`src/design/snfcs_pkg.sv`:
```
package snfcs_pkg;

  localparam int MaxResults = 6;
  localparam int CountW = 3;

  localparam int SectorBytes = 4096;
  localparam int BlockBytes = 65536;
  localparam int MaxReadLen = 65536;

  localparam logic [3:0] REQ_ID = 4'd0;
  localparam logic [3:0] REQ_WREN = 4'd1;
  localparam logic [3:0] REQ_WRDIS = 4'd2;
  localparam logic [3:0] REQ_SECTOR_ERASE = 4'd3;
  localparam logic [3:0] REQ_BLOCK_ERASE = 4'd4;
  localparam logic [3:0] REQ_CHIP_ERASE = 4'd5;
  localparam logic [3:0] REQ_READ = 4'd6;
  localparam logic [3:0] REQ_PROG_BEGIN = 4'd7;
  localparam logic [3:0] REQ_PROG_DATA = 4'd8;
  localparam logic [3:0] REQ_REPLY = 4'd9;

  localparam logic [2:0] K_SPI = 3'd0;
  localparam logic [2:0] K_READ = 3'd1;
  localparam logic [2:0] K_ID = 3'd2;
  localparam logic [2:0] K_DONE = 3'd3;
  localparam logic [2:0] K_REJECT = 3'd4;

  localparam logic [7:0] OP_READ_ID = 8'h90;
  localparam logic [7:0] OP_WREN = 8'h06;
  localparam logic [7:0] OP_WRDI = 8'h04;
  localparam logic [7:0] OP_RDSR = 8'h05;
  localparam logic [7:0] OP_PROGRAM = 8'h02;
  localparam logic [7:0] OP_READ = 8'h03;
  localparam logic [7:0] OP_SECTOR_ERASE = 8'h20;
  localparam logic [7:0] OP_BLOCK_ERASE = 8'hD8;
  localparam logic [7:0] OP_CHIP_ERASE = 8'hC7;
  localparam logic [7:0] DUMMY_BYTE = 8'hFF;

  typedef struct packed {
    logic [2:0]  kind;
    logic [7:0]  mosi_byte;
    logic        frame_end;
    logic        wants_reply;
    logic [7:0]  read_byte;
    logic [15:0] device_id;
  } entry_t;

  typedef struct packed {
    entry_t [MaxResults-1:0] ent;
    logic [CountW-1:0]       count;
  } batch_t;

  function automatic entry_t spi_e(logic [7:0] b, logic fend, logic want);
    entry_t e;
    e = '0;
    e.kind = K_SPI;
    e.mosi_byte = b;
    e.frame_end = fend;
    e.wants_reply = want;
    return e;
  endfunction

  function automatic entry_t info_e(logic [2:0] k, logic [7:0] rbyte, logic [15:0] dev);
    entry_t e;
    e = '0;
    e.kind = k;
    e.read_byte = rbyte;
    e.device_id = dev;
    return e;
  endfunction

endpackage

```
`src/design/snfcs_if.sv`:
```
interface snfcs_req_if;
  logic        valid;
  logic        ready;
  logic [3:0]  req_type;
  logic [23:0] byte_address;
  logic [9:0]  unit_index;
  logic [16:0] read_length;
  logic [7:0]  data_byte;
  logic        data_last;
  logic [7:0]  reply_byte;

  modport source (
    output valid, req_type, byte_address, unit_index, read_length,
           data_byte, data_last, reply_byte,
    input  ready
  );
  modport sink (
    input  valid, req_type, byte_address, unit_index, read_length,
           data_byte, data_last, reply_byte,
    output ready
  );
endinterface

interface snfcs_rsp_if;
  logic        valid;
  logic        ready;
  logic [2:0]  kind;
  logic [7:0]  mosi_byte;
  logic        frame_end;
  logic        wants_reply;
  logic [7:0]  read_byte;
  logic [15:0] device_id;
  logic        last;

  modport source (
    output valid, kind, mosi_byte, frame_end, wants_reply, read_byte,
           device_id, last,
    input  ready
  );
  modport sink (
    input  valid, kind, mosi_byte, frame_end, wants_reply, read_byte,
           device_id, last,
    output ready
  );
endinterface

```
`src/design/snfcs_result_queue.sv`:
```
module snfcs_result_queue
  import snfcs_pkg::*;
(
  input  logic         clk,
  input  logic         rst,
  input  logic         load,
  input  batch_t       batch,
  output logic         can_load,
  snfcs_rsp_if.source  rsp
);

  entry_t              ent [MaxResults];
  logic [CountW-1:0]   n;
  logic [CountW-1:0]   rd;
  logic                busy;
  logic                at_last;
  logic                drain;

  assign at_last = (rd == n - CountW'(1));
  assign drain = busy && rsp.ready;
  assign can_load = !busy || (rsp.ready && at_last);

  assign rsp.valid = busy;
  assign rsp.kind = ent[rd].kind;
  assign rsp.mosi_byte = ent[rd].mosi_byte;
  assign rsp.frame_end = ent[rd].frame_end;
  assign rsp.wants_reply = ent[rd].wants_reply;
  assign rsp.read_byte = ent[rd].read_byte;
  assign rsp.device_id = ent[rd].device_id;
  assign rsp.last = at_last;

  always_ff @(posedge clk) begin
    if (rst) begin
      busy <= 1'b0;
      rd <= '0;
      n <= '0;
    end else if (load) begin
      for (int i = 0; i < MaxResults; i++) begin
        ent[i] <= batch.ent[i];
      end
      n <= batch.count;
      rd <= '0;
      busy <= (batch.count != '0);
    end else if (drain) begin
      if (at_last) begin
        busy <= 1'b0;
      end else begin
        rd <= rd + CountW'(1);
      end
    end
  end

`ifndef NO_ASSERTIONS
  a_ptr_in_range: assert property (@(posedge clk) disable iff (rst)
    busy |-> (rd < n))
    else $error("read pointer beyond the stored results");
  a_drain_empties: assert property (@(posedge clk) disable iff (rst)
    (rsp.valid && rsp.ready && rsp.last && !load) |=> !rsp.valid)
    else $error("results still shown after the final transfer");
  a_no_overwrite: assert property (@(posedge clk) disable iff (rst)
    (load && busy) |-> (rsp.ready && at_last))
    else $error("new batch overwrote undelivered results");
  a_reset_idle: assert property (@(posedge clk)
    $past(rst) |-> !rsp.valid)
    else $error("results shown right after reset");
`endif

endmodule

```
`src/design/spi_nor_flash_command_sequencer.sv`:
```
// Channel  Direction  Transfer carries
// req      in         one request or one reply byte from the flash
// rsp      out        one result: SPI byte, read data, device ID, done or rejected
//
// Each accepted item is decoded in the cycle of its transfer into up to six
// results, which a result buffer hands out one per cycle while the output is ready.
// An item is taken when the buffer is empty, or in the cycle the previous
// item's last result transfers.
// Reset is synchronous and returns the sequencer to idle with an empty buffer.
// A stalled output holds the buffer, and with it the request side.
module spi_nor_flash_command_sequencer
  import snfcs_pkg::*;
(
  input  logic        clk,
  input  logic        rst,
  snfcs_req_if.sink   req,
  snfcs_rsp_if.source rsp
);

  typedef enum logic [2:0] {
    PH_IDLE,
    PH_ID_HIGH,
    PH_ID_LOW,
    PH_POLL_PRE,
    PH_POLL_POST,
    PH_READ,
    PH_PROG_DATA
  } phase_t;

  localparam logic [24:0] MaxLen = 25'(MaxReadLen);

  phase_t      phase, phase_next;
  logic [3:0]  operation, operation_next;
  logic [23:0] target_address, target_address_next;
  logic [16:0] bytes_left, bytes_left_next;
  logic [7:0]  id_high, id_high_next;

  batch_t      batch_next;
  logic        can_load;
  logic        accept;
  logic [30:0] sector_prod;
  logic [30:0] block_prod;
  logic [16:0] left_dec;
  logic        len_bad;

  assign req.ready = can_load;
  assign accept = req.valid && req.ready;

  assign sector_prod = 31'(req.unit_index) * 31'(SectorBytes);
  assign block_prod = 31'(req.unit_index) * 31'(BlockBytes);
  assign left_dec = bytes_left - 17'd1;
  assign len_bad = (req.read_length == '0) || ({8'd0, req.read_length} > MaxLen);

  always_comb begin
    logic reject;
    reject = 1'b0;
    batch_next = '0;
    phase_next = phase;
    operation_next = operation;
    target_address_next = target_address;
    bytes_left_next = bytes_left;
    id_high_next = id_high;

    if (req.req_type == REQ_REPLY) begin
      unique case (phase)
        PH_ID_HIGH: begin
          id_high_next = req.reply_byte;
          batch_next.ent[0] = spi_e(DUMMY_BYTE, 1'b1, 1'b1);
          batch_next.count = CountW'(1);
          phase_next = PH_ID_LOW;
        end
        PH_ID_LOW: begin
          batch_next.ent[0] = info_e(K_ID, 8'd0, {id_high, req.reply_byte});
          batch_next.count = CountW'(1);
          phase_next = PH_IDLE;
        end
        PH_POLL_PRE: begin
          if (req.reply_byte[0]) begin
            batch_next.ent[0] = spi_e(OP_RDSR, 1'b0, 1'b0);
            batch_next.ent[1] = spi_e(DUMMY_BYTE, 1'b1, 1'b1);
            batch_next.count = CountW'(2);
          end else if (operation == REQ_SECTOR_ERASE || operation == REQ_BLOCK_ERASE) begin
            batch_next.ent[0] = spi_e((operation == REQ_SECTOR_ERASE) ?
                                      OP_SECTOR_ERASE : OP_BLOCK_ERASE, 1'b0, 1'b0);
            batch_next.ent[1] = spi_e(target_address[23:16], 1'b0, 1'b0);
            batch_next.ent[2] = spi_e(target_address[15:8], 1'b0, 1'b0);
            batch_next.ent[3] = spi_e(target_address[7:0], 1'b1, 1'b0);
            batch_next.ent[4] = spi_e(OP_RDSR, 1'b0, 1'b0);
            batch_next.ent[5] = spi_e(DUMMY_BYTE, 1'b1, 1'b1);
            batch_next.count = CountW'(6);
            phase_next = PH_POLL_POST;
          end else if (operation == REQ_CHIP_ERASE) begin
            batch_next.ent[0] = spi_e(OP_CHIP_ERASE, 1'b1, 1'b0);
            batch_next.ent[1] = spi_e(OP_RDSR, 1'b0, 1'b0);
            batch_next.ent[2] = spi_e(DUMMY_BYTE, 1'b1, 1'b1);
            batch_next.count = CountW'(3);
            phase_next = PH_POLL_POST;
          end else begin
            batch_next.ent[0] = spi_e(OP_PROGRAM, 1'b0, 1'b0);
            batch_next.ent[1] = spi_e(target_address[23:16], 1'b0, 1'b0);
            batch_next.ent[2] = spi_e(target_address[15:8], 1'b0, 1'b0);
            batch_next.ent[3] = spi_e(target_address[7:0], 1'b0, 1'b0);
            batch_next.count = CountW'(4);
            phase_next = PH_PROG_DATA;
          end
        end
        PH_POLL_POST: begin
          if (req.reply_byte[0]) begin
            batch_next.ent[0] = spi_e(OP_RDSR, 1'b0, 1'b0);
            batch_next.ent[1] = spi_e(DUMMY_BYTE, 1'b1, 1'b1);
            batch_next.count = CountW'(2);
          end else begin
            batch_next.ent[0] = info_e(K_DONE, 8'd0, 16'd0);
            batch_next.count = CountW'(1);
            phase_next = PH_IDLE;
          end
        end
        PH_READ: begin
          bytes_left_next = left_dec;
          batch_next.ent[0] = info_e(K_READ, req.reply_byte, 16'd0);
          if (left_dec != '0) begin
            batch_next.ent[1] = spi_e(DUMMY_BYTE, left_dec == 17'd1, 1'b1);
          end else begin
            batch_next.ent[1] = info_e(K_DONE, 8'd0, 16'd0);
            phase_next = PH_IDLE;
          end
          batch_next.count = CountW'(2);
        end
        default: begin
          reject = 1'b1;
        end
      endcase
    end else if (req.req_type == REQ_PROG_DATA) begin
      if (phase == PH_PROG_DATA) begin
        batch_next.ent[0] = spi_e(req.data_byte, req.data_last, 1'b0);
        if (req.data_last) begin
          batch_next.ent[1] = spi_e(OP_RDSR, 1'b0, 1'b0);
          batch_next.ent[2] = spi_e(DUMMY_BYTE, 1'b1, 1'b1);
          batch_next.count = CountW'(3);
          phase_next = PH_POLL_POST;
        end else begin
          batch_next.count = CountW'(1);
        end
      end else begin
        reject = 1'b1;
      end
    end else if (phase != PH_IDLE || req.req_type > REQ_REPLY) begin
      reject = 1'b1;
    end else begin
      unique case (req.req_type)
        REQ_ID: begin
          batch_next.ent[0] = spi_e(OP_READ_ID, 1'b0, 1'b0);
          batch_next.ent[1] = spi_e(8'd0, 1'b0, 1'b0);
          batch_next.ent[2] = spi_e(8'd0, 1'b0, 1'b0);
          batch_next.ent[3] = spi_e(8'd0, 1'b0, 1'b0);
          batch_next.ent[4] = spi_e(DUMMY_BYTE, 1'b0, 1'b1);
          batch_next.count = CountW'(5);
          operation_next = REQ_ID;
          phase_next = PH_ID_HIGH;
        end
        REQ_WREN, REQ_WRDIS: begin
          batch_next.ent[0] = spi_e((req.req_type == REQ_WREN) ? OP_WREN : OP_WRDI,
                                    1'b1, 1'b0);
          batch_next.ent[1] = info_e(K_DONE, 8'd0, 16'd0);
          batch_next.count = CountW'(2);
        end
        REQ_READ: begin
          if (len_bad) begin
            reject = 1'b1;
          end else begin
            operation_next = REQ_READ;
            target_address_next = req.byte_address;
            bytes_left_next = req.read_length;
            batch_next.ent[0] = spi_e(OP_READ, 1'b0, 1'b0);
            batch_next.ent[1] = spi_e(req.byte_address[23:16], 1'b0, 1'b0);
            batch_next.ent[2] = spi_e(req.byte_address[15:8], 1'b0, 1'b0);
            batch_next.ent[3] = spi_e(req.byte_address[7:0], 1'b0, 1'b0);
            batch_next.ent[4] = spi_e(DUMMY_BYTE, req.read_length == 17'd1, 1'b1);
            batch_next.count = CountW'(5);
            phase_next = PH_READ;
          end
        end
        default: begin
          // Erase and program begin: write enable, then poll until ready.
          operation_next = req.req_type;
          unique case (req.req_type)
            REQ_SECTOR_ERASE: target_address_next = sector_prod[23:0];
            REQ_BLOCK_ERASE:  target_address_next = block_prod[23:0];
            REQ_CHIP_ERASE:   target_address_next = 24'd0;
            default:          target_address_next = req.byte_address;
          endcase
          batch_next.ent[0] = spi_e(OP_WREN, 1'b1, 1'b0);
          batch_next.ent[1] = spi_e(OP_RDSR, 1'b0, 1'b0);
          batch_next.ent[2] = spi_e(DUMMY_BYTE, 1'b1, 1'b1);
          batch_next.count = CountW'(3);
          phase_next = PH_POLL_PRE;
        end
      endcase
    end

    if (reject) begin
      batch_next = '0;
      batch_next.ent[0] = info_e(K_REJECT, 8'd0, 16'd0);
      batch_next.count = CountW'(1);
      phase_next = phase;
      operation_next = operation;
      target_address_next = target_address;
      bytes_left_next = bytes_left;
      id_high_next = id_high;
    end
  end

  always_ff @(posedge clk) begin
    if (rst) begin
      phase <= PH_IDLE;
      operation <= '0;
      target_address <= '0;
      bytes_left <= '0;
      id_high <= '0;
    end else if (accept) begin
      phase <= phase_next;
      operation <= operation_next;
      target_address <= target_address_next;
      bytes_left <= bytes_left_next;
      id_high <= id_high_next;
    end
  end

  snfcs_result_queue u_queue (
    .clk      (clk),
    .rst      (rst),
    .load     (accept),
    .batch    (batch_next),
    .can_load (can_load),
    .rsp      (rsp)
  );

`ifndef NO_ASSERTIONS
  a_batch_size: assert property (@(posedge clk) disable iff (rst)
    accept |-> (batch_next.count != '0 && batch_next.count <= CountW'(MaxResults)))
    else $error("accepted item produced no results or too many");
  a_read_counts: assert property (@(posedge clk) disable iff (rst)
    (phase == PH_READ) |-> (bytes_left != '0))
    else $error("read phase with no bytes left");
  a_reject_holds: assert property (@(posedge clk) disable iff (rst)
    (accept && batch_next.ent[0].kind == K_REJECT) |=> $stable(phase))
    else $error("rejected item changed the sequencer phase");
`endif

endmodule
```
`src/flat_wrapper.sv`:
```
// flat-port wrapper written by rule: the top's interface ports become plain ports
module spi_nor_flash_command_sequencer_flat import snfcs_pkg::*;
  (clk, rst, req_valid, req_req_type, req_byte_address, req_unit_index, req_read_length, req_data_byte, req_data_last, req_reply_byte, req_ready, rsp_valid, rsp_kind, rsp_mosi_byte, rsp_frame_end, rsp_wants_reply, rsp_read_byte, rsp_device_id, rsp_last, rsp_ready);
  snfcs_req_if req_i ();
  snfcs_rsp_if rsp_i ();
  input  logic clk;
  input  logic rst;
  input wire logic [$bits(req_i.valid)-1:0] req_valid;
  input wire logic [$bits(req_i.req_type)-1:0] req_req_type;
  input wire logic [$bits(req_i.byte_address)-1:0] req_byte_address;
  input wire logic [$bits(req_i.unit_index)-1:0] req_unit_index;
  input wire logic [$bits(req_i.read_length)-1:0] req_read_length;
  input wire logic [$bits(req_i.data_byte)-1:0] req_data_byte;
  input wire logic [$bits(req_i.data_last)-1:0] req_data_last;
  input wire logic [$bits(req_i.reply_byte)-1:0] req_reply_byte;
  output wire logic [$bits(req_i.ready)-1:0] req_ready;
  output wire logic [$bits(rsp_i.valid)-1:0] rsp_valid;
  output wire logic [$bits(rsp_i.kind)-1:0] rsp_kind;
  output wire logic [$bits(rsp_i.mosi_byte)-1:0] rsp_mosi_byte;
  output wire logic [$bits(rsp_i.frame_end)-1:0] rsp_frame_end;
  output wire logic [$bits(rsp_i.wants_reply)-1:0] rsp_wants_reply;
  output wire logic [$bits(rsp_i.read_byte)-1:0] rsp_read_byte;
  output wire logic [$bits(rsp_i.device_id)-1:0] rsp_device_id;
  output wire logic [$bits(rsp_i.last)-1:0] rsp_last;
  input wire logic [$bits(rsp_i.ready)-1:0] rsp_ready;
  assign req_i.valid = req_valid;
  assign req_i.req_type = req_req_type;
  assign req_i.byte_address = req_byte_address;
  assign req_i.unit_index = req_unit_index;
  assign req_i.read_length = req_read_length;
  assign req_i.data_byte = req_data_byte;
  assign req_i.data_last = req_data_last;
  assign req_i.reply_byte = req_reply_byte;
  assign req_ready = req_i.ready;
  assign rsp_valid = rsp_i.valid;
  assign rsp_kind = rsp_i.kind;
  assign rsp_mosi_byte = rsp_i.mosi_byte;
  assign rsp_frame_end = rsp_i.frame_end;
  assign rsp_wants_reply = rsp_i.wants_reply;
  assign rsp_read_byte = rsp_i.read_byte;
  assign rsp_device_id = rsp_i.device_id;
  assign rsp_last = rsp_i.last;
  assign rsp_i.ready = rsp_ready;
  spi_nor_flash_command_sequencer u_core (.clk(clk), .rst(rst), .req(req_i), .rsp(rsp_i));
endmodule
```
`config.mk`:
```
export PLATFORM = sky130hd
export DESIGN_NAME = spi_nor_flash_command_sequencer_flat
export DESIGN_NICKNAME = d
export VERILOG_FILES = /design/src/design/snfcs_pkg.sv /design/src/design/snfcs_if.sv /design/src/design/snfcs_result_queue.sv /design/src/design/spi_nor_flash_command_sequencer.sv /design/src/flat_wrapper.sv
export SDC_FILE = /design/constraint.sdc
export NUM_CORES = 1
export LEC_CHECK = 0
export ABC_AREA = 1
export CAP_MARGIN = 5
export CORE_MARGIN = 3
export CORE_UTILIZATION = 60
export DETAILED_ROUTE_END_ITERATION = 10
export DONT_BUFFER_PORTS = 1
export PLACE_DENSITY = 0.76
export SETUP_SLACK_MARGIN = 0.3
export SYNTH_ARGS = -nofsm -noshare
export SYNTH_HDL_FRONTEND = slang
export SYNTH_SLANG_ARGS = --single-unit
```
`constraint.sdc`:
```
create_clock -name clk -period 11.8 [get_ports clk]
set_clock_uncertainty 0.05 [all_clocks]
set_input_delay 1.77 -clock clk [delete_from_list [all_inputs] [get_ports clk]]
set_output_delay 1.77 -clock clk [all_outputs]
set_load 0.02 [all_outputs]
```
==> results.md <==
Run status:
- The flow ran to the end, and the final reports show no timing, DRC or antenna violations.

Clock tree:
- The clock network latency to the later pin of the worst-skew pair is 0.42 ns.
- The CTS tree is built.
- Buffers inserted to repair hold after CTS numbered 0.
- The clock transition at the registers of the reported paths is 0.06 ns.
- The H-tree depth is 4.
- The number of buffers created by CTS is 17.
- The count of clock tree sinks is 136.
- The post-CTS setup buffer count is 0.
- The longest clock path from root to sink contains 2 buffers.
- The clock root buffer is clkbuf_16.
- The quantity of gates resized following cts is 0.

Critical path:
- The worst setup path is captured at an output pin.
- The sort of element at the start of the critical path is a flip-flop.
- The data arrival time at the worst-slack endpoint is 2.94 ns.
- Along the worst path, the maximum fanout reaches 25.
- The kind of critical path is reg -> out.
- The required time at the worst-slack endpoint is 9.98 ns.

Die:
- For this design the top-level I/O count stands at 116.
- In this run the horizontal extent of the chip is 119 um.
- The placement row count is 40.
- Once the floorplan was initialized, standard cells occupied 62.2% of the core.
- The area inside the core boundary is 0.0122 mm^2.
- The vertical extent of the die is 119 um.
- The die covers 0.0141 mm^2.

Synthesis:
- The synthesized net count is 1086.
- The cell taking the most area after synthesis is edfxtp_1.
- The commonest cells after synthesis are nand2_1 (211), nor2_1 (174), inv_1 (102).
- After synthesis, the share of flip-flops with an asynchronous set or reset is 0%.
- For this run, the leading register cell type out of synthesis is edfxtp_1.
- Counting distinct cell types in the post-synthesis netlist gives 48.
- Averaged over all synthesized cells, the footprint is 7.56 um^2.
- During synthesis, Yosys emitted a total of 0 warnings.
- The sequential-to-total area share from yosys stat is 45.1%.
- After synthesis the cells add up to 0.00760 mm^2.
- In the synthesized netlist, the number of instances is 1005.
- After synthesis, the largest area contributor takes up 27.7% of total cell area.
- Yosys instantiated no cell more often than nand2_1.
- Yosys mapped a number of flops with a built-in enable equal to 70.
- Counting flops and latches in the post-synthesis netlist gives 136.
- Ranked by total cell area, the synthesized netlist is headed by edfxtp_1 (28%), dfxtp_1 (17%), nand2_1 (10%).

Run:
- The max capacitance violation total is 0.

Timing:
- The total negative setup slack is 0 ns.
- The number of failing hold endpoints at the final stage was 0.
- The final number of max-transition violations was 0.
- The transition time of the tightest slew-check pin is 1.33 ns.
- The smallest hold slack is 0.406 ns.
- The number of setup violations in the final report is 0.
- For the finished layout, the period the worst path requires is 4.76 ns.
- The worst slew slack as a fraction of its limit is 10.5%.
- The period utilization is 40.4%.
- The fmax is 0.210 GHz.
- Setup repair after global routing left no endpoint under its margin.

Layout:
- In the final layout, flip-flops and latches occupy 0.00342 mm^2.
- The net count of the finished layout is 1070.
- Relative to the synthesized area, the layout overhead comes to 9.34%.
- The diode insertion count for antenna repair is 0.
- The filler cells instantiated in the layout total 1070.
- The multi-input combinational cells in the finished layout cover a total of 0.00354 mm^2.
- In the final layout, the share of cells above drive strength 1 is 8.58%.

Drt:
- The detail route stage leaves a number of antenna-violating nets equal to 0.
- After detailed routing, the number of vias per cell comes to 5.72.
- For this block, the routed nets add up to 19600 um of wire.
- The first detailed-routing pass ran for 6 iterations.
- In the routed design, unresolved DRC markers number 0.
- For this block, the initial DRC count from the detailed router was 767.
- The routed layout has 6689 vias.
- After detailed routing, the average wire length per cell comes to 16.7 um.

Global route:
- The first global-routing pass estimated 31400 um of wire.
- The total track usage is 28.0%.
- Entering global routing, the biggest net connects 74 pins.
- The via count of the first global-routing pass is 6153.
- The remaining global-route overflow is 0.
- The initial antenna violation count is 1.

Place:
- The weighted congestion at the end of routability-driven global placement is 0.934.
- The detailed-placement wirelength estimate is 14000 um.
- The total of buffers placed on input and output ports is 0.

Power:
- Dividing total power by cell area gives a power density of 149 mW/mm^2.
- VDD sags by at most 138 uV.
- The analysis attributes to cell leakage a power of 3.45 nW.

Hold path:
- In this run the worst hold path is classified as reg -> reg.
==> critical path, cell delays in order, from the launching register on <==
cell      delay, ns
dfxtp_1        0.72
clkinv_1       0.72
nand2_1        0.80
nor2_1         0.26
==> where the power goes <==
| group | switching, mW | total (mW) | internal, mW | leakage [nW] |
|---|---|---|---|---|
| sequential | 0.00910 | 0.524 | 0.515 | 1.22 |
| combinational | 0.0868 | 0.118 | 0.0312 | 1.91 |
| clock | 0.206 | 0.596 | 0.390 | 0.321 |
| total | 0.302 | 1.24 | 0.936 | 3.45 |
==> cell usage in the layout (no fill, tap or decap), types with 9 or more instances in the layout <==
cell type / instances
nand2_1: 211
nor2_1: 173
inv_1: 102
o21ai_0: 88
edfxtp_1: 70
dfxtp_1: 66
nand3_1: 63
a21oi_1: 54
clkbuf_16: 18
nor3_1: 12
nand3_2: 12
inv_2: 9
a31oi_1: 9
==> through the flow <==
| stage | instance area [um^2] | util (%) | total power, mW | worst slack, ns | cells |
|---|---|---|---|---|---|
| final | 8310 | 68.0 | 1.24 | 7.04 | 1170 |
| after global routing | 8310 | 68.0 | 1.28 | 6.64 | 1170 |
| after CTS | 8310 | 68.0 | 1.24 | 6.97 | 1170 |
| after detailed placement | 7640 | 62.6 | 0.650 | 7.17 | 1138 |
| after global placement | 7640 | 62.6 | 0.648 | 7.29 | 1138 |
| after floorplan | 7600 | - | 0.629 | 6.02 | 1005 |
==> path summary, 6_finish.rpt <==
| kind | start | endpoint | slack, ns | cells after the start |
|---|---|---|---|---|
| worst max register to register | u_core.u_queue.n[0] | u_core.u_queue.n[2] | 8.97 | 11 |
| worst max-delay path | flip-flop | rsp_read_byte[3] | 7.04 | 3 |
| worst min-delay path | u_core.id_high[5] | u_core.id_high[5] | 0.41 | 2 |
| worst min register to register | u_core.id_high[5] | u_core.id_high[5] | 0.41 | 2 |
==> registers in the layout, summed over array words and instances (netlist names), named ones only <==
signal,count
u_core.id_high,8
u_core.phase,3
u_core.u_queue.n,3
u_core.u_queue.rd,3
u_core.target_address,24
u_core.u_queue.ent,70
u_core.u_queue.rsp.valid,1
u_core.bytes_left,17
u_core.operation,4
==> cell type report <==
cell class              count  share of cell area (%)
clock buffers              19                    5.47
clock inverters            13                    2.56
inverters                 117                    5.33
multi-input cells         714                    42.6
flip-flops and latches    136                    41.2
well taps                 168                    2.53
repair buffers              3                   0.271
==> kinds of logic after synthesis <==
kind of cell             synth area share, %
XOR/XNOR                               0.807
AND/OR/NAND/NOR                         30.3
buffers and inverters                   8.43
AO/OA/AOI/OAI                           14.6
flip-flops                              45.1
adder cells (fa/ha/maj)                0.823
==> per-layer routing <==
layer  GRT usage [%]  vias up  part of all wire [%]
li1                -     3304                     -
met1            39.4     3035                    44
met2            42.4      314                    45
met3            7.75       34                   9.3
met4            8.33        2                   1.8
met5               0        -                 0.056
Power figures use the tool's default switching activity.
